## src/rtl/fpuv_pkg.sv

```systemverilog
`timescale 1ns / 1ps
// ----------------------------------------------------------------------------
// fpuv_pkg
// Shared constants and saturation helper for the FPU-alpha Verlet step block.
// ----------------------------------------------------------------------------
package fpuv_pkg;

  localparam int unsigned CHAIN_CAPACITY_DEF = 64;
  localparam int unsigned QW                 = 32;
  localparam int unsigned DTW                = 24;
  localparam int unsigned WW                 = 40;
  localparam logic [DTW-1:0] TIME_STEP_RESET = 24'd838861;

  // Clamp a wide signed value into Q8.24.
  function automatic logic signed [QW-1:0] sat32(input logic signed [WW-1:0] v);
    logic signed [WW-1:0] hi;
    logic signed [WW-1:0] lo;
    hi = {{(WW-QW+1){1'b0}}, {(QW-1){1'b1}}};
    lo = {{(WW-QW+1){1'b1}}, {(QW-1){1'b0}}};
    if (v > hi) begin
      return hi[QW-1:0];
    end else if (v < lo) begin
      return lo[QW-1:0];
    end
    return v[QW-1:0];
  endfunction

  function automatic logic signed [WW-1:0] sx(input logic signed [QW-1:0] v);
    return {{(WW-QW){v[QW-1]}}, v};
  endfunction

endpackage

```

## src/rtl/fpuv_ram.sv

```systemverilog
`timescale 1ns / 1ps
// ----------------------------------------------------------------------------
// fpuv_ram
// Generic single-write, single-read RAM with registered read data.
// ----------------------------------------------------------------------------
module fpuv_ram import fpuv_pkg::*; #(
  parameter int unsigned WIDTH = QW,
  parameter int unsigned DEPTH = CHAIN_CAPACITY_DEF
) (
  input  logic                     clk_i,
  input  logic                     we_i,
  input  logic [$clog2(DEPTH)-1:0] waddr_i,
  input  logic [WIDTH-1:0]         wdata_i,
  input  logic [$clog2(DEPTH)-1:0] raddr_i,
  output logic [WIDTH-1:0]         rdata_o
);

  logic [WIDTH-1:0] mem_q [DEPTH];

  always_ff @(posedge clk_i) begin
    if (we_i) begin
      mem_q[waddr_i] <= wdata_i;
    end
    rdata_o <= mem_q[raddr_i];
  end

endmodule

```

## config.mk

```make
export PLATFORM = sky130hd
export DESIGN_NAME = fpuv_ram
export DESIGN_NICKNAME = d
export VERILOG_FILES = /design/src/rtl/fpuv_pkg.sv /design/src/rtl/fpuv_ram.sv
export SDC_FILE = /design/constraint.sdc
export NUM_CORES = 2
export LEC_CHECK = 0
export BUFFER_PORTS_ARGS = -buffer_cell sky130_fd_sc_hd__buf_4
export CORE_MARGIN = 3
export CORE_UTILIZATION = 40
export CTS_BUF_LIST = sky130_fd_sc_hd__clkbuf_2
export DETAILED_ROUTE_END_ITERATION = 6
export PLACE_DENSITY_LB_ADDON = 0.15
export SYNTH_ARGS = -nofsm -noshare
export SYNTH_HDL_FRONTEND = slang
export SYNTH_SLANG_ARGS = --single-unit
```

## constraint.sdc

```tcl
create_clock -name clk_i -period 4.2 [get_ports clk_i]
set_clock_uncertainty 0.1 [all_clocks]
set_input_delay 0.42 -clock clk_i [delete_from_list [all_inputs] [get_ports clk_i]]
set_output_delay 0.42 -clock clk_i [all_outputs]
set_load 0.02 [all_outputs]
```

# ---- Word level (Yosys, flattened, before mapping)
# Memories as Yosys holds them, arrays and structs flattened. A register that Yosys moved wholly into a read port is not among the register bits.
# Cells that the tools add are included.
dict set report totals {
  latch_bits 0
  mem_bits_rw 2048
  regBits 0
  word_cells 3
  n_memories 1
  input_bits 46
  output_inout_bits 32
  mem_bits_ro 0
}
# name words word_bits read_ports rd_ports_with_merged_regs wr line_no
set mem_list {}
lappend mem_list {mem_q 64 32 1 1 1 fpuv_ram.sv:18} ;# logic [WIDTH-1:0] mem_q [DEPTH];
dict set report op_classes {
  mux 2
  mul 0
  n_lt_le_gt_ge 0
  shifts 0
  n_div 0
  add_sub_neg 0
  eq_ne 0
  reduce_logical 0
  bitwise_logic 0
}
# op count
set op_table {}
lappend op_table {{two-way mux 1 bit} 2}

# ---- Longest topological paths before layout
dict set report logic_depth {
  word_depth 2
  ltp_mapped 10
  mapped_depth_nobuf 5
}

# ---- Worst setup path after synthesis
# Ideal clock, no wire load.
dict set report synth_path {
  kind {input to register}
  startpoint {input port waddr_i[3]}
  endpoint {memory mem_q[48][0] (netlist bit) (enable)}
  slack_ps 520
  arrival_time_ps 3119
  setup_ps 461
  t_required_ps 3639
  path_stages 4
  path_cell_list {clkbuf_1 -> nor2b_1 -> nand4b_1 -> nor3_1}
}
# element line_no
set synth_lines {}
lappend synth_lines {{from (decl)} fpuv_ram.sv:12} ;# input logic [$clog2(DEPTH)-1:0] waddr_i,
lappend synth_lines {{to (decl)} fpuv_ram.sv:18}
# Straight into the memory's write port.

==> impl_metrics.yaml <==
sta:
  holdWs_ps: 249
  worst_pin_slew_ps: 1220
  finalHoldViolCount: 0
  period_needed_ps: 3910
  fmax_mhz: 256
  finalSetupViolCount: 0
  rsz0062_at_grt: "false"
  post-route-period-util_pct: 93.1
  finalSetupTns_ps: 0
  relSlewSlack_pct: 18.4
  slew_viol_final: 0
detailed_routing:
  wl_per_cell_um: 31.3
  routed_via_density: 5.56
  drt-initial-drc-count: 3953
  final_antenna_net_count: 0
  routed_wl_um: 222000
  route.detailed.drc: 0
  num_vias: 39500
  drt-pass1-iter-count: 5
clock_network:
  cts_root_buf: "clkbuf_2"
  postCtsHoldBufs: 169
  cts_tree: "done"
  cts_max_path_buffers: 4
  cts.sinks: 2080
  post_cts_resized: 0
  cts-htree-levels: 6
  cts.clk_slew.worst_paths_ps: 120
  clkLatencyLatePin_ps: 1800
  cts_buffers: 550
  postCtsSetupBuffers: 0
placement:
  gp_congestion: 0.794
  post-dp-hpwl_um: 122000
  io_buffers: 77
  place.detailed.instances: 6005
setup_path:
  start_kind: "input pin"
  cp-end-kind: "flip-flop"
  r2r_slack_ps: 330
  crit_fanout: 33
  arrival_ps: 5540
  required_ps: 5830
  critPathKind: "input pin to flip-flop"
global_routing:
  grt-ovfl-total: 0
  met2_usage_pct: 36.1
  grt_start_max_net_pins: 65
  grt_pass1_wl_um: 313000
  antenna_found_initial: 11
  grt_pass1_vias: 42200
  grt_use_total_pct: 22.0
  busiest_layer: "met2"
  grt_use_met1_pct: 30.0
  use_met3_pct: 4.15
finish:
  final_nets: 4164
  stdcell_count: 7106
  drive_gt1_share_pct: 38.6
  fill_cells: 16300
  syn2layout_area_growth_pct: 15.5
floorplanning:
  start_util_pct: 40.5
  die-area_um2: 202000
  placementRows: 161
  die_y_um: 449
  die_w_um: 449
  core_area_um2: 194000
  ios: 78
synthesis:
  async_flop_share_pct: 0
  yosysSeqAreaShare_pct: 79.1
  syn_nets: 3370
  ys.flop_type: "edfxtp_1"
  synth_seq_cells: 2080
  synth_top_family_by_area: "multiplexers"
  muxShareOfSynthArea_pct: 16.8
  avgSynthCellArea_um2: 23.6
  syn_area_um2: 78500
  ys_types: 34
  netlist_top_cells_count: "2048 x edfxtp_1, 544 x mux4_2, 137 x nor2_1, 93 x mux2i_1, 84 x o22ai_1"
  syn_inst: 3324
  yosysTopAreaCell: "edfxtp_1"
  synth_compound_area_share_pct: 1.67
  synthTopCellsByArea: "edfxtp_1 78%, mux4_2 16%, mux2i_1 1.2%, dfxtp_1 0.82%, o22ai_1 0.67%"
  synth_xor_area_share_pct: 0
  yosys_warnings: 0
  synth_edf_count: 2048
  synth_most_common_cell: "edfxtp_1"
  synth-simple-area-share_pct: 1.27
  synthAdderAreaFrac_pct: 0
  synth_top_area_share_pct: 78.3
power_and_ir_drop:
  p_clk_share_pct: 34.6
  switching_share_pct: 24.6
  max-vdd-ir-drop_uv: 269
  p_leak_nw: 29.4
  internal_power_w: 0.0293
  combPwrFrac_pct: 6.2
  p_seq_share_pct: 59.2
  powerDensity_nw_per_um2: 429
  p_sw_w: 0.00958
flow_run:
  cap_violations: 0
run_status:
  status: "completed"
worst_hold_path:
  hold_path.class: "input pin to flip-flop"
## per-layer routing
metal / part of all wire [%] / up-vias
li1: - / 16200
met1: 42 / 21400
met4: 2.3 / 4
met2: 50 / 1628
met3: 6.3 / 278
met5: 0.0095 / -
## worst paths after layout
kind                       endpoint  depth (start not counted)                    start
max reg2reg     rdata_o[26]$_DFF_P_                          8  mem_q[51][26]$_DFFE_PP_
min reg2reg     rdata_o[17]$_DFF_P_                          4  mem_q[12][17]$_DFFE_PP_
min          mem_q[3][16]$_DFFE_PP_                          4              wdata_i[16]
max             rdata_o[26]$_DFF_P_                         12               raddr_i[1]
## critical path, cell delays in order
cell and delay (ps):
dlygate4sd3_1 570, buf_8 360, buf_12 280, dlygate4sd3_1 650, mux4_2 300, dlygate4sd3_1 560
mux4_2 450, dlygate4sd3_1 580, o22ai_1 120, dlygate4sd3_1 580, nor2_1 40, dlygate4sd3_1 570
## cell families (layout without fill, tap and decap cells)
group	count (synthesis)	count (layout)
compound gates	202	202
buf+inv	182	1349
flops	2080	2080
mux	637	637
other cells	0	7
simple gates	223	223
## cells in the final DEF (no fill, tap or decap), drive strengths merged, types with 5 or more instances in the layout
master / count
edfxtp: 2048
clkbuf: 796
mux4: 544
buf: 288
nor2: 137
dlygate4sd3: 136
clkinv: 108
mux2i: 93
o22ai: 84
a21oi: 62
dfxtp: 32
o221ai: 27
nand2: 26
nor2b: 15
inv: 14
a22oi: 12
a311oi: 8
nand2b: 8
diode: 7
nor3: 7
bufinv: 6
nand3b: 5
nand3: 5
or3b: 5
## stage by stage
stage	total power (W)	util (%)	setup slack (ps)	instance area [um2]
5_1_grt	0.0406	46.8	185	90700
2_1_floorplan	0.0246	-	520	78500
3_3_place_gp	0.0257	43.2	87.6	83700
4_1_cts	0.0394	46.8	339	90600
3_5_place_dp	0.0257	43.2	43.4	83700
6_report	0.0389	46.8	289	90700
## registers in the layout, summed over array words and instances, names as in the netlist
| register | cells |
|---|---|
| mem_q | 2048 |
| rdata_o | 32 |
## area by class of cell
type / instances / area (um2) / share of cell area [%]
multi-input combinational: 1062 / 16000 / 17.6
antenna: 7 / 17.5 / 0.0193
timing repair buffer: 424 / 4630 / 5.10
tap: 2608 / 3260 / 3.60
sequential: 2080 / 62100 / 68.5
clock inverter: 129 / 666 / 0.734
clock buffer: 796 / 3980 / 4.39
## power groups by stage
stage,sequential (W),combinational (W),clock (W)
2_1_floorplan,0.0235,0.00112,0
3_3_place_gp,0.0235,0.00216,0
3_5_place_dp,0.0235,0.00220,0
4_1_cts,0.0231,0.00245,0.0139
5_1_grt,0.0231,0.00254,0.0150
6_report,0.0230,0.00240,0.0135
No activity file was read; power rests on OpenSTA's default activity.
